$ cat config.mk
export PLATFORM = sky130hd
export DESIGN_NAME = lccm_play_ctrl
export DESIGN_NICKNAME = d
export VERILOG_FILES = /design/src/rtl/lccm_pkg.sv /design/src/rtl/lccm_play_ctrl.sv
export SDC_FILE = /design/constraint.sdc
export NUM_CORES = 1
export LEC_CHECK = 0
export BUFFER_PORTS_ARGS = -buffer_cell sky130_fd_sc_hd__buf_4
export CAP_MARGIN = 30
export CORE_UTILIZATION = 41
export DETAILED_ROUTE_END_ITERATION = 8
export GPL_TIMING_DRIVEN = 0
export PLACE_DENSITY = 0.76
export SLEW_MARGIN = 20
export SYNTH_ARGS = -nofsm -noshare
export SYNTH_HDL_FRONTEND = slang
export SYNTH_SLANG_ARGS = --single-unit
$ cat constraint.sdc
create_clock -name clk_i -period 5.4 [get_ports clk_i]
set_input_delay 0.54 -clock clk_i [delete_from_list [all_inputs] [get_ports clk_i]]
set_output_delay 0.54 -clock clk_i [all_outputs]
set_load 0.02 [all_outputs]
$ cat src/rtl/lccm_pkg.sv
// ----------------------------------------------------------------------------
// lccm_pkg
// Types and constants shared by the looped clip crossfade mixer.
// ----------------------------------------------------------------------------
package lccm_pkg;

  localparam int unsigned SAMPLE_W    = 24;
  localparam int unsigned CLIP_WORDS  = 16384;
  localparam int unsigned CLIP_ADDR_W = $clog2(CLIP_WORDS);
  localparam int unsigned POS_W       = 14;
  localparam int unsigned RATIO_W     = 16;
  localparam int unsigned CHAN_CFG_W  = 4;
  localparam int unsigned LOOP_W      = 15;
  localparam int unsigned CFG_IDX_W   = 2;
  localparam int unsigned CFG_DATA_W  = 16;
  localparam int unsigned PROD_W      = SAMPLE_W + RATIO_W + 1;

  localparam logic [RATIO_W-1:0] RATIO_ONE = 16'h8000;
  localparam logic [LOOP_W-1:0]  POS_LIMIT = 15'd16384;

  // configuration register indexes
  localparam logic [CFG_IDX_W-1:0] REG_MIX_RATIO   = 2'd0;
  localparam logic [CFG_IDX_W-1:0] REG_CHANNELS    = 2'd1;
  localparam logic [CFG_IDX_W-1:0] REG_LOOP_FRAMES = 2'd2;

  typedef enum logic [1:0] {
    CMD_MIX  = 2'd0,
    CMD_LOAD = 2'd1,
    CMD_SEEK = 2'd2
  } cmd_e;

  typedef struct packed {
    cmd_e                        cmd;
    logic signed [SAMPLE_W-1:0]  sample;
    logic [POS_W-1:0]            target;
    logic                        end_of_block;
  } in_word_t;

  typedef struct packed {
    logic signed [SAMPLE_W-1:0]  mixed_sample;
    logic                        block_end;
  } out_word_t;

  typedef struct packed {
    logic                        wr_en;
    logic                        rd_en;
    logic [CLIP_ADDR_W-1:0]      addr;
    logic [SAMPLE_W-1:0]         wdata;
  } mem_req_t;

  typedef struct packed {
    logic signed [SAMPLE_W-1:0]  sample;
    logic                        eob;
    logic                        bypass;
    logic [RATIO_W-1:0]          ratio;
    logic [RATIO_W-1:0]          ratio_inv;
  } mix_item_t;

endpackage

$ cat src/rtl/lccm_play_ctrl.sv
// ----------------------------------------------------------------------------
// lccm_play_ctrl
// Play position and channel counter, clip address and command decode.
// ----------------------------------------------------------------------------
module lccm_play_ctrl #(
  parameter int unsigned MAX_CHANNELS = 8
) (
  input  logic                               clk_i,
  input  logic                               rst_ni,
  input  logic                               accept_i,
  input  lccm_pkg::in_word_t                 in_word_i,
  input  logic [lccm_pkg::RATIO_W-1:0]       mix_ratio_i,
  input  logic [lccm_pkg::CHAN_CFG_W-1:0]    channels_i,
  input  logic [lccm_pkg::LOOP_W-1:0]        loop_frames_i,
  output lccm_pkg::mem_req_t                 mem_req_o,
  output logic                               item_valid_o,
  output lccm_pkg::mix_item_t                item_o
);
  import lccm_pkg::*;

  localparam int unsigned ChanW = (MAX_CHANNELS > 1) ? $clog2(MAX_CHANNELS) : 1;
  localparam int unsigned ChW   = CHAN_CFG_W + 1;
  localparam logic [ChW-1:0] MaxCh = ChW'(MAX_CHANNELS);
  localparam int unsigned AddrSumW = POS_W + ChW + 1;

  logic [POS_W-1:0]    pos_q, pos_d;
  logic [ChanW-1:0]    chan_q, chan_d;
  logic [ChW-1:0]      ch_raw, ch_eff, chan_inc;
  logic [LOOP_W-1:0]   frames_eff, pos_inc;
  logic [RATIO_W-1:0]  ratio_eff;
  logic [AddrSumW-1:0] addr_sum;
  logic                bypass;
  logic                is_mix;

  always_comb begin
    ch_raw     = (channels_i == '0) ? ChW'(1) : ChW'(channels_i);
    ch_eff     = (ch_raw > MaxCh) ? MaxCh : ch_raw;
    frames_eff = (loop_frames_i > POS_LIMIT) ? POS_LIMIT : loop_frames_i;
    ratio_eff  = (mix_ratio_i > RATIO_ONE) ? RATIO_ONE : mix_ratio_i;
    bypass     = (frames_eff == '0) || (ratio_eff == '0);
    addr_sum   = AddrSumW'(pos_q) * AddrSumW'(ch_eff) + AddrSumW'(chan_q);
    chan_inc   = ChW'(chan_q) + ChW'(1);
    pos_inc    = LOOP_W'(pos_q) + LOOP_W'(1);
    is_mix     = accept_i && (in_word_i.cmd == CMD_MIX);
  end

  always_comb begin
    mem_req_o.wr_en = accept_i && (in_word_i.cmd == CMD_LOAD);
    mem_req_o.rd_en = is_mix;
    mem_req_o.addr  = (in_word_i.cmd == CMD_LOAD) ? CLIP_ADDR_W'(in_word_i.target)
                                                   : addr_sum[CLIP_ADDR_W-1:0];
    mem_req_o.wdata = in_word_i.sample;
  end

  always_comb begin
    item_valid_o     = is_mix;
    item_o.sample    = in_word_i.sample;
    item_o.eob       = in_word_i.end_of_block;
    item_o.bypass    = bypass;
    item_o.ratio     = ratio_eff;
    item_o.ratio_inv = RATIO_ONE - ratio_eff;
  end

  always_comb begin
    pos_d  = pos_q;
    chan_d = chan_q;
    if (accept_i) begin
      unique case (in_word_i.cmd)
        CMD_SEEK: begin
          pos_d  = in_word_i.target;
          chan_d = '0;
        end
        CMD_MIX: begin
          if (!bypass) begin
            if (chan_inc >= ch_eff) begin
              chan_d = '0;
              pos_d  = (pos_inc >= frames_eff) ? '0 : pos_inc[POS_W-1:0];
            end else begin
              chan_d = chan_inc[ChanW-1:0];
            end
          end
        end
        default: begin
          pos_d  = pos_q;
          chan_d = chan_q;
        end
      endcase
    end
  end

  always_ff @(posedge clk_i or negedge rst_ni) begin
    if (!rst_ni) begin
      pos_q  <= '0;
      chan_q <= '0;
    end else begin
      pos_q  <= pos_d;
      chan_q <= chan_d;
    end
  end

endmodule

==> metrics.txt <==
first-pass GRT wire length roughly 21000 µm; DR iter-0 viols ~210; Hold Crit Class in -> async; Finished Core Util between 50% and 60%; Peak VDD IR approximately 0.17 mV; Synth Register Bits 17; CTS H-tree depth 1; fillers 947; proportion of layout cells with a drive suffix above 1 between 30% and 40%; met3 usage 2.38%; routability cong. about 0.86; gr usage total approximately 23%; Pwr Density roughly 290 mW/mm²; post_cts resized 0; Crit Path Max Fanout 10; post-route clock period utilization between 90% and 100%; final hold viol count 0; clock power share 5.9%; reg2reg start pos_q[0]; Post-DP HPWL between 10000 and 15000 µm; Place WS 0.321 ns; slack of the worst reg-to-reg path around 1.7 ns; number of synthesized flops with an enable pin 0; CTS buffer count 3; NetSw 0.825 mW; combinational power share just over 80%; status complete, no violations; antenna cells 0; CTS Hold Bufs 0; nets@finish between 800 and 900; Die Width ~100 µm; post-DR wirelength/cell ~14 µm; Detailed Route WL approximately 12000 µm; total power between 1.5 and 2 mW; Synth Warn # 0; Synth cell types 57; chip height 104 µm; Post-Synthesis Cell Area around 0.0043 mm²; maxcap violations 0; Slew Limit Headroom between 60 and 70%; vias per cell roughly 5.2; Slew Viols, Final 0; most frequent cells in the layout buf_4, nand2_1, ha_1; Skew-Pair Late Insertion Delay 0.25 ns; unrepaired setup endpoints after global routing false; Top-Level Pins around 180; Post-CTS Setup Bufs 0; Seq pwr share between 10% and 20%; critical path capture point type output port; Cells after Synth 572; critical path class in -> out; Port Buf Inserts between 150 and 200; Die ar. 0.0109 mm²; r2r endpoint pos_q[9]; CTS clk-pin slew, worst paths about 0.060 ns; largest net degree at the start of global routing 18; antenna violations before repair 0; worst slew pin tran 0.549 ns; DRT antenna net count 0; Post-synth top flop dfrtp_1; critical path required time 4.86 ns; Worst EP arrival about 4.6 ns; final setup violation count 0; Root Driver clkbuf_8; CTS tree done; clk buf depth 2; Congestion Overflow GR 0; FFs w/ async S/R, synth 100%; drc violations 0; GR peak layer met2; clock sink count 17; commonest non-fill, non-tap cell in the layout buf_4; sequential fraction of the synthesis area 9.89%; Worst Clk Skew around 0.0033 ns; DR vias between 4000 and 5000; Placement Rows 37; Fmax between 0.15 and 0.2 GHz; met1 Track Usage GR approximately 27%; Switching Fraction between 50% and 60%; Syn Area/Cell ~7.5 µm²; Initial Util between 40 and 50%; Reg2Reg Depth 12; Area Growth Syn to Fin 31.5%; number of iterations in the first detailed-routing pass 4; Leak approximately 2.9 nW; core area just over 0.01 mm²; vias in the first global route 4452; setup_tns 0 ns; Cell Int Power slightly above 0.8 mW; Final WS setup between 0.2 and 0.3 ns; hold slack 0.142 ns; minimum clock period around 5.1 ns; Mapped Nets about 720; CP startpoint kind primary input; met2 usage between 40% and 50%
==> synth_stat cells (all sizes together) (4+ instances only) <==
library cell | n | area [µm²]
nor2 | 47 | 176
a22o | 10 | 87.6
nor4 | 7 | 58.8
xor2 | 12 | 105
o21ai | 28 | 155
nand3 | 13 | 65.1
nor3 | 14 | 70.1
a21oi | 14 | 70.1
and3 | 7 | 43.8
nand4 | 6 | 43.8
nor2b | 14 | 87.6
o31ai | 9 | 81.3
buf | 58 | 427
fa | 22 | 440
or3 | 5 | 31.3
o21a | 5 | 37.5
ha | 49 | 613
and2 | 44 | 280
dfrtp | 17 | 425
nand2 | 68 | 255
inv | 37 | 139
o22ai | 4 | 31.3
nand2b | 10 | 65.1
a31oi | 4 | 25.0
a211oi | 7 | 57.6
clkbuf | 18 | 67.6
xnor2 | 18 | 158
==> how the worst max path moves through the flow <==
| stage | startpoint | to | slack [ns] | cells after the start |
|---|---|---|---|---|
| detailed placement | channels_i[3] | mem_req_o[37] | 0.32 | 16 |
| global route | channels_i[3] | mem_req_o[37] | 0.08 | 16 |
| global placement | channels_i[3] | mem_req_o[37] | 0.41 | 16 |
| floorplan | channels_i[2] | mem_req_o[37] | 0.95 | 14 |
| finish | channels_i[3] | mem_req_o[37] | 0.29 | 16 |
| CTS | channels_i[3] | mem_req_o[37] | 0.31 | 16 |
==> per-stage QoR <==
stage | instances | cell area, µm²
6_report | 864 | 5660
5_1_grt | 864 | 5660
2_1_floorplan | 572 | 4300
3_3_place_gp | 860 | 5610
3_5_place_dp | 860 | 5610
4_1_cts | 864 | 5660
==> layer usage <==
| metal | up-vias | routed length (µm) | part of all wire (%) |
|---|---|---|---|
| li1 | 2209 | - | - |
| met4 | 0 | 197 | 1.6 |
| met2 | 166 | 6330 | 51 |
| met1 | 2066 | 5140 | 41 |
| met5 | - | 0 | 0 |
| met3 | 16 | 753 | 6.1 |
==> power by group through the flow <==
stage                     clock (mW)  combinational [mW]  sequential, mW
final                         0.0958                1.32           0.218
after detailed placement           0                1.31           0.217
after global placement             0                1.27           0.215
after CTS                     0.0965                1.32           0.216
after global routing           0.102                1.48           0.225
after floorplan                    0               0.928           0.201
==> logic make-up (layout without fill, tap and decap cells) <==
group	Yosys count	count (layout)	share of synthesized area (%)
compound gates	100	100	16.4
xor+xnor	30	30	6.11
fa+ha+maj	71	71	24.5
buf+inv	113	269	14.7
flops	17	17	9.89
simple gates	241	241	28.4
==> state kept, by name (all words and copies together), names as in the netlist <==
name / flops
pos_q: 14
chan_q: 3
==> worst max-delay path, stage by stage <==
cell	delay [ns]
buf_4	0.14
nor2b_1	0.24
clkbuf_1	0.36
nand2_1	0.12
fa_1	0.49
inv_1	0.06
fa_1	0.47
ha_1	0.30
ha_1	0.35
nor2b_1	0.17
o31a_1	0.28
o21a_1	0.22
a211oi_1	0.37
xnor2_1	0.17
a21oi_1	0.08
buf_4	0.18
==> final cells by class <==
type                            count  area (µm²)  area share (%)
Buffer                             76         494            8.74
Clock buffer                        4        45.0           0.796
Inverter                           37         139            2.45
Multi-Input combinational cell    442        3240            57.3
Sequential cell                    17         425            7.52
Tap cell                          136         170            3.01
Timing Repair Buffer              152        1140            20.2
Note: power is estimated with default switching activity, not from simulation.
