## src/rtl/lccm_pkg.sv

```systemverilog
// ----------------------------------------------------------------------------
// lccm_pkg
// Types and constants shared by the looped clip crossfade mixer.
// ----------------------------------------------------------------------------
package lccm_pkg;

  localparam int unsigned SAMPLE_W    = 24;
  localparam int unsigned CLIP_WORDS  = 16384;
  localparam int unsigned CLIP_ADDR_W = $clog2(CLIP_WORDS);
  localparam int unsigned POS_W       = 14;
  localparam int unsigned RATIO_W     = 16;
  localparam int unsigned CHAN_CFG_W  = 4;
  localparam int unsigned LOOP_W      = 15;
  localparam int unsigned CFG_IDX_W   = 2;
  localparam int unsigned CFG_DATA_W  = 16;
  localparam int unsigned PROD_W      = SAMPLE_W + RATIO_W + 1;

  localparam logic [RATIO_W-1:0] RATIO_ONE = 16'h8000;
  localparam logic [LOOP_W-1:0]  POS_LIMIT = 15'd16384;

  // configuration register indexes
  localparam logic [CFG_IDX_W-1:0] REG_MIX_RATIO   = 2'd0;
  localparam logic [CFG_IDX_W-1:0] REG_CHANNELS    = 2'd1;
  localparam logic [CFG_IDX_W-1:0] REG_LOOP_FRAMES = 2'd2;

  typedef enum logic [1:0] {
    CMD_MIX  = 2'd0,
    CMD_LOAD = 2'd1,
    CMD_SEEK = 2'd2
  } cmd_e;

  typedef struct packed {
    cmd_e                        cmd;
    logic signed [SAMPLE_W-1:0]  sample;
    logic [POS_W-1:0]            target;
    logic                        end_of_block;
  } in_word_t;

  typedef struct packed {
    logic signed [SAMPLE_W-1:0]  mixed_sample;
    logic                        block_end;
  } out_word_t;

  typedef struct packed {
    logic                        wr_en;
    logic                        rd_en;
    logic [CLIP_ADDR_W-1:0]      addr;
    logic [SAMPLE_W-1:0]         wdata;
  } mem_req_t;

  typedef struct packed {
    logic signed [SAMPLE_W-1:0]  sample;
    logic                        eob;
    logic                        bypass;
    logic [RATIO_W-1:0]          ratio;
    logic [RATIO_W-1:0]          ratio_inv;
  } mix_item_t;

endpackage

```

## src/rtl/lccm_mix_pipe.sv

```systemverilog
// ----------------------------------------------------------------------------
// lccm_mix_pipe
// Crossfade datapath: clip read stage, product stage, output register.
// ----------------------------------------------------------------------------
module lccm_mix_pipe (
  input  logic                             clk_i,
  input  logic                             rst_ni,
  input  logic                             item_valid_i,
  input  lccm_pkg::mix_item_t              item_i,
  input  logic [lccm_pkg::SAMPLE_W-1:0]    clip_i,
  output logic                             ready_o,
  output logic                             out_valid_o,
  input  logic                             out_ready_i,
  output lccm_pkg::out_word_t              out_word_o
);
  import lccm_pkg::*;

  // stage 1: word waits for the clip read
  logic                       v1_q;
  mix_item_t                  s1_q;
  // stage 2: products
  logic                       v2_q;
  logic signed [PROD_W-1:0]   prod_a_q, prod_b_q, prod_a_d, prod_b_d;
  logic signed [SAMPLE_W-1:0] s2_sample_q;
  logic                       s2_eob_q, s2_bypass_q;
  // stage 3: output register
  logic                       v3_q;
  out_word_t                  out_q, out_d;

  logic                       rdy1, rdy2, rdy3;
  logic signed [PROD_W:0]     sum;

  assign rdy3    = !v3_q || out_ready_i;
  assign rdy2    = !v2_q || rdy3;
  assign rdy1    = !v1_q || rdy2;
  assign ready_o = rdy1;

  always_comb begin
    prod_a_d = PROD_W'(s1_q.sample) * PROD_W'($signed({1'b0, s1_q.ratio_inv}));
    prod_b_d = PROD_W'($signed(clip_i)) * PROD_W'($signed({1'b0, s1_q.ratio}));
  end

  always_comb begin
    // floor shift by 15: take the bits above the fraction
    sum                = {prod_a_q[PROD_W-1], prod_a_q} + {prod_b_q[PROD_W-1], prod_b_q};
    out_d.block_end    = s2_eob_q;
    out_d.mixed_sample = s2_bypass_q ? s2_sample_q : sum[SAMPLE_W+14:15];
  end

  always_ff @(posedge clk_i or negedge rst_ni) begin
    if (!rst_ni) begin
      v1_q <= 1'b0;
      v2_q <= 1'b0;
      v3_q <= 1'b0;
    end else begin
      if (rdy1) v1_q <= item_valid_i;
      if (rdy2) v2_q <= v1_q;
      if (rdy3) v3_q <= v2_q;
    end
  end

  always_ff @(posedge clk_i) begin
    if (rdy1) begin
      s1_q <= item_i;
    end
    if (rdy2) begin
      prod_a_q    <= prod_a_d;
      prod_b_q    <= prod_b_d;
      s2_sample_q <= s1_q.sample;
      s2_eob_q    <= s1_q.eob;
      s2_bypass_q <= s1_q.bypass;
    end
    if (rdy3) begin
      out_q <= out_d;
    end
  end

  assign out_valid_o = v3_q;
  assign out_word_o  = out_q;

endmodule

```

## config.mk

```make
export PLATFORM = sky130hd
export DESIGN_NAME = lccm_mix_pipe
export DESIGN_NICKNAME = d
export VERILOG_FILES = /design/src/rtl/lccm_pkg.sv /design/src/rtl/lccm_mix_pipe.sv
export SDC_FILE = /design/constraint.sdc
export NUM_CORES = 2
export LEC_CHECK = 0
export BUFFER_PORTS_ARGS = -buffer_cell sky130_fd_sc_hd__buf_2
export CORE_MARGIN = 1
export CORE_UTILIZATION = 55
export DETAILED_ROUTE_END_ITERATION = 7
export GPL_TIMING_DRIVEN = 0
export PLACE_DENSITY = 0.82
export SETUP_SLACK_MARGIN = 0.02
export SLEW_MARGIN = 20
export SYNTH_ARGS = -nofsm -noshare
export SYNTH_HDL_FRONTEND = slang
export SYNTH_SLANG_ARGS = --single-unit
```

## constraint.sdc

```tcl
create_clock -name clk_i -period 7.43 [get_ports clk_i]
set_input_delay 0.743 -clock clk_i [delete_from_list [all_inputs] [get_ports clk_i]]
set_output_delay 0.743 -clock clk_i [all_outputs]
set_load 0.03 [all_outputs]
```

==> report_table.html <==
<table>
<tr><th>Metric</th><th>Value</th></tr>
<tr><th colspan="2">Run status</th></tr>
<tr><td>Outcome</td><td>finished clean</td></tr>
<tr><th colspan="2">Placement</th></tr>
<tr><td>Pre-CTS setup slack</td><td>-303 ps</td></tr>
<tr><td>Final HPWL from detailed placement</td><td>71800 um</td></tr>
<tr><td>Number of cells after detailed placement</td><td>4441</td></tr>
<tr><td>Post-detailed-placement cell area</td><td>36000 um2</td></tr>
<tr><td>Placer congestion estimate</td><td>0.964</td></tr>
<tr><td>Port Buffer Count</td><td>112</td></tr>
<tr><th colspan="2">Detailed routing</th></tr>
<tr><td>Final routed DRC violation total</td><td>0</td></tr>
<tr><td>Detailed Routing Iterations Pass 1</td><td>6</td></tr>
<tr><td>Total wire length after detailed routing</td><td>86100 um</td></tr>
<tr><td>Met3 layer wire length in the routed design</td><td>8700 um</td></tr>
<tr><td>Detail-routed net length per standard cell</td><td>19.2 um</td></tr>
<tr><td>Total number of vias</td><td>24500</td></tr>
<tr><td>Routed length on met1</td><td>33300 um</td></tr>
<tr><td>Initial DRC count</td><td>1990</td></tr>
<tr><td>Antenna viol nets, final</td><td>0</td></tr>
<tr><td>Detail Route met2 WL</td><td>40700 um</td></tr>
<tr><td>Uppermost signal routing layer after detailed routing</td><td>met4</td></tr>
<tr><td>Number of vias per cell after detailed routing</td><td>5.46</td></tr>
<tr><th colspan="2">Floorplan</th></tr>
<tr><td>Area of the placeable core</td><td>61600 um2</td></tr>
<tr><td>Chip height</td><td>252 um</td></tr>
<tr><td>Die Footprint</td><td>63300 um2</td></tr>
<tr><td>Starting density of the core</td><td>55.6%</td></tr>
<tr><td>Die extent in x</td><td>252 um</td></tr>
<tr><td>Placement row count</td><td>91</td></tr>
<tr><td>Io pins</td><td>113</td></tr>
<tr><th colspan="2">Clock network</th></tr>
<tr><td>Master cell of the clock root buffer</td><td>clkbuf_16</td></tr>
<tr><td>Number of buffers between clock root and the deepest sink</td><td>2</td></tr>
<tr><td>Clock Sinks</td><td>190</td></tr>
<tr><td>Clock-pin transition on the worst setup and hold timing paths</td><td>100 ps</td></tr>
<tr><td>Worst skew pair latency</td><td>510 ps</td></tr>
<tr><td>Inserted Clock Buffers</td><td>17</td></tr>
<tr><td>H-tree levels</td><td>4</td></tr>
<tr><td>Clock tree from TritonCTS</td><td>built</td></tr>
<tr><th colspan="2">GRT</th></tr>
<tr><td>Via count of the first global-routing pass</td><td>26400</td></tr>
<tr><td>Antenna violations before repair</td><td>1</td></tr>
<tr><td>Pin count of the biggest net entering global routing</td><td>27</td></tr>
<tr><td>Global-route wire length before repair</td><td>139000 um</td></tr>
<tr><td>Overall global routing resource usage</td><td>29.0%</td></tr>
<tr><td>Overflow left after global routing</td><td>0</td></tr>
<tr><th colspan="2">STA</th></tr>
<tr><td>Final worst path period need</td><td>7270 ps</td></tr>
<tr><td>Final setup skew</td><td>22.6 ps</td></tr>
<tr><td>Achievable clock frequency</td><td>137 MHz</td></tr>
<tr><td>Tightest Pin Transition</td><td>814 ps</td></tr>
<tr><td>Number of failing hold endpoints at the final stage</td><td>0</td></tr>
<tr><td>Final Slew Violations</td><td>0</td></tr>
<tr><td>Total of endpoints with negative setup slack in the final report</td><td>0</td></tr>
<tr><td>Final setup margin</td><td>156 ps</td></tr>
<tr><td>Worst slew slack as a fraction of its limit</td><td>45.2%</td></tr>
<tr><td>TNS Setup</td><td>0 ps</td></tr>
<tr><td>RSZ-0062 raised after global routing</td><td>yes</td></tr>
<tr><td>Period utilization</td><td>97.9%</td></tr>
<tr><th colspan="2">Yosys</th></tr>
<tr><td>Seq/Total Area, Yosys</td><td>16.6%</td></tr>
<tr><td>Most repeated cell in the gate-level netlist after synthesis</td><td>inv_1</td></tr>
<tr><td>Top post-synthesis cells by area</td><td>fa_1 (43%), edfxtp_1 (16%), inv_1 (9.5%), ha_1 (8.4%), and2_1 (5.7%)</td></tr>
<tr><td>Number of warnings issued by yosys</td><td>0</td></tr>
<tr><td>Register bit total from synthesis</td><td>190</td></tr>
<tr><td>Async set or reset register ratio after synthesis</td><td>1.58%</td></tr>
<tr><td>Cell taking the most area after synthesis</td><td>fa_1</td></tr>
<tr><td>Syn Std Cell Area</td><td>34300 um2</td></tr>
<tr><td>Number of unique standard cell types used by synthesis</td><td>66</td></tr>
<tr><td>Area fraction of the dominant cell type after synthesis</td><td>42.6%</td></tr>
<tr><td>Post-synth top cells</td><td>inv_1 (868), fa_1 (730), nand2_1 (518), and2_1 (311), ha_1 (229)</td></tr>
<tr><td>Post-Syn Nets</td><td>4525</td></tr>
<tr><td>Synthesized netlist cell count</td><td>3480</td></tr>
<tr><td>Number of enable flip-flop cells after synthesis</td><td>187</td></tr>
<tr><td>Per-instance average area after synthesis</td><td>9.85 um2</td></tr>
<tr><td>Top flip-flop cell by instance count after synthesis</td><td>edfxtp_1</td></tr>
<tr><th colspan="2">Worst setup path</th></tr>
<tr><td>Required time of the critical path</td><td>7670 ps</td></tr>
<tr><td>Arrival time of data at the critical path endpoint</td><td>7510 ps</td></tr>
<tr><td>Max Fanout on Critical Path</td><td>10</td></tr>
<tr><td>Register-to-Register Setup Slack</td><td>160 ps</td></tr>
<tr><td>Critical Setup Path Class</td><td>register to register</td></tr>
<tr><td>Critical path startpoint category</td><td>register</td></tr>
<tr><td>Nature of the critical path endpoint</td><td>register</td></tr>
<tr><th colspan="2">Final layout</th></tr>
<tr><td>Area growth, synth to finish</td><td>7.44%</td></tr>
<tr><td>Final instance area</td><td>36800 um2</td></tr>
<tr><td>Finished Layout Cells</td><td>4484</td></tr>
<tr><td>Filler cells</td><td>5108</td></tr>
<tr><td>Net count reported at finish</td><td>4678</td></tr>
<tr><td>Fraction of layout instances using a drive strength above 1</td><td>6.28%</td></tr>
<tr><th colspan="2">Run</th></tr>
<tr><td>Max-cap viol count</td><td>0</td></tr>
<tr><th colspan="2">Hold path</th></tr>
<tr><td>Type of the most critical hold path</td><td>primary input to register</td></tr>
</table>
## worst max-delay path: stages (launching register included)
cell and delay (ps):
edfxtp_1 760, clkbuf_2 400, nand2_1 120, fa_1 500, fa_1 530, fa_1 540, inv_1 70, fa_1 500
fa_1 500, inv_1 70, fa_1 480, inv_1 40, ha_1 330, and3_1 240, and3_1 210, o211a_1 150
a211oi_2 340, o41ai_2 190, o31a_1 300, a41o_1 270, o41a_1 330, xnor2_1 150
## flip-flops by register name (all words and copies together) (netlist names)
signal,count
prod_a_q,39
s2_bypass_q,1
s1_q,58
prod_b_q,39
v1_q,1
v2_q,1
out_word_o,25
s2_sample_q,24
out_valid_o,1
s2_eob_q,1
## placed cells by master (no fill, tap or decap), types with 5 or more instances in the layout
cell type,Yosys,final
o21ai_0,56,56
a21oi_1,78,78
buf_6,0,9
and2_1,311,311
buf_2,0,114
clkbuf_1,119,76
edfxtp_1,187,187
nor2_1,31,31
a211oi_1,8,8
o211ai_1,5,5
nand2_1,518,518
inv_1,868,868
a31oi_1,8,8
nand2b_1,12,11
nand3_1,15,15
buf_4,0,8
fa_1,730,728
nand4_1,7,7
a21o_1,41,41
clkbuf_16,0,17
xnor2_1,83,83
nor2b_1,9,9
o31ai_1,8,8
nor3_1,15,14
o21a_1,14,14
clkbuf_2,0,41
xor2_1,27,27
and3_1,13,13
o21bai_1,10,10
ha_1,229,229
## final timing paths
kind	from	to	depth (start not counted)
min in group asynchronous	rst_ni	out_valid_o	2
max in group asynchronous	rst_ni	v2_q	2
hold / removal	item_i[11]	s1_q[11]	1
setup reg to reg	s1_q[45]	prod_a_q[38]	21
hold reg to reg	s1_q[32]	s2_bypass_q	0
setup / recovery	s1_q[45]	prod_a_q[38]	21
## area by class of cell
cell class                 instances  area (um2)  share of cell area [%]
multi-input combinational       2303       24900                    67.7
sequential                       190        5690                    15.5
inverter                         868        3260                    8.85
tap                              837        1050                    2.84
timing repair buffer             135         817                    2.22
buffer                           118         497                    1.35
clock buffer                      18         429                    1.17
clock inverter                    14         169                   0.459
antenna                            1        2.50                 0.00680
## per-stage QoR
step           hold WS [ps]  utilization (%)
2_1_floorplan           400                -
3_3_place_gp            405             58.3
3_5_place_dp            410             58.5
4_1_cts                 376             59.5
5_1_grt                 390             59.8
6_report                397             59.8
## per-layer routing
layer | GRT usage (%) | vias to the layer above
li1 | - | 10700
met1 | 38.8 | 12500
met2 | 46.9 | 1092
met3 | 5.92 | 227
met4 | 11.0 | 0
met5 | 0 | -
## logic make-up after synthesis
family                   after synthesis  share of synthesized area, %
buffers and inverters                987                          10.8
flip-flops                           190                          16.6
multiplexers                           1                        0.0329
XOR/XNOR                             110                          2.81
adder cells (fa/ha/maj)              959                          51.0
AND/OR/NAND/NOR                      960                          13.5
AO/OA/AOI/OAI                        273                          5.20
## repair_timing
action	CTS	global route
buffers inserted	0	10
hold endpoints to repair	2	0
gates resized for setup	3	89
hold buffers	1	0
pin swaps	0	0
endpoints found under the setup margin	3	12
Power is not shown: default switching activity piles up to over one toggle a cycle in this logic, so the estimate is an artifact.
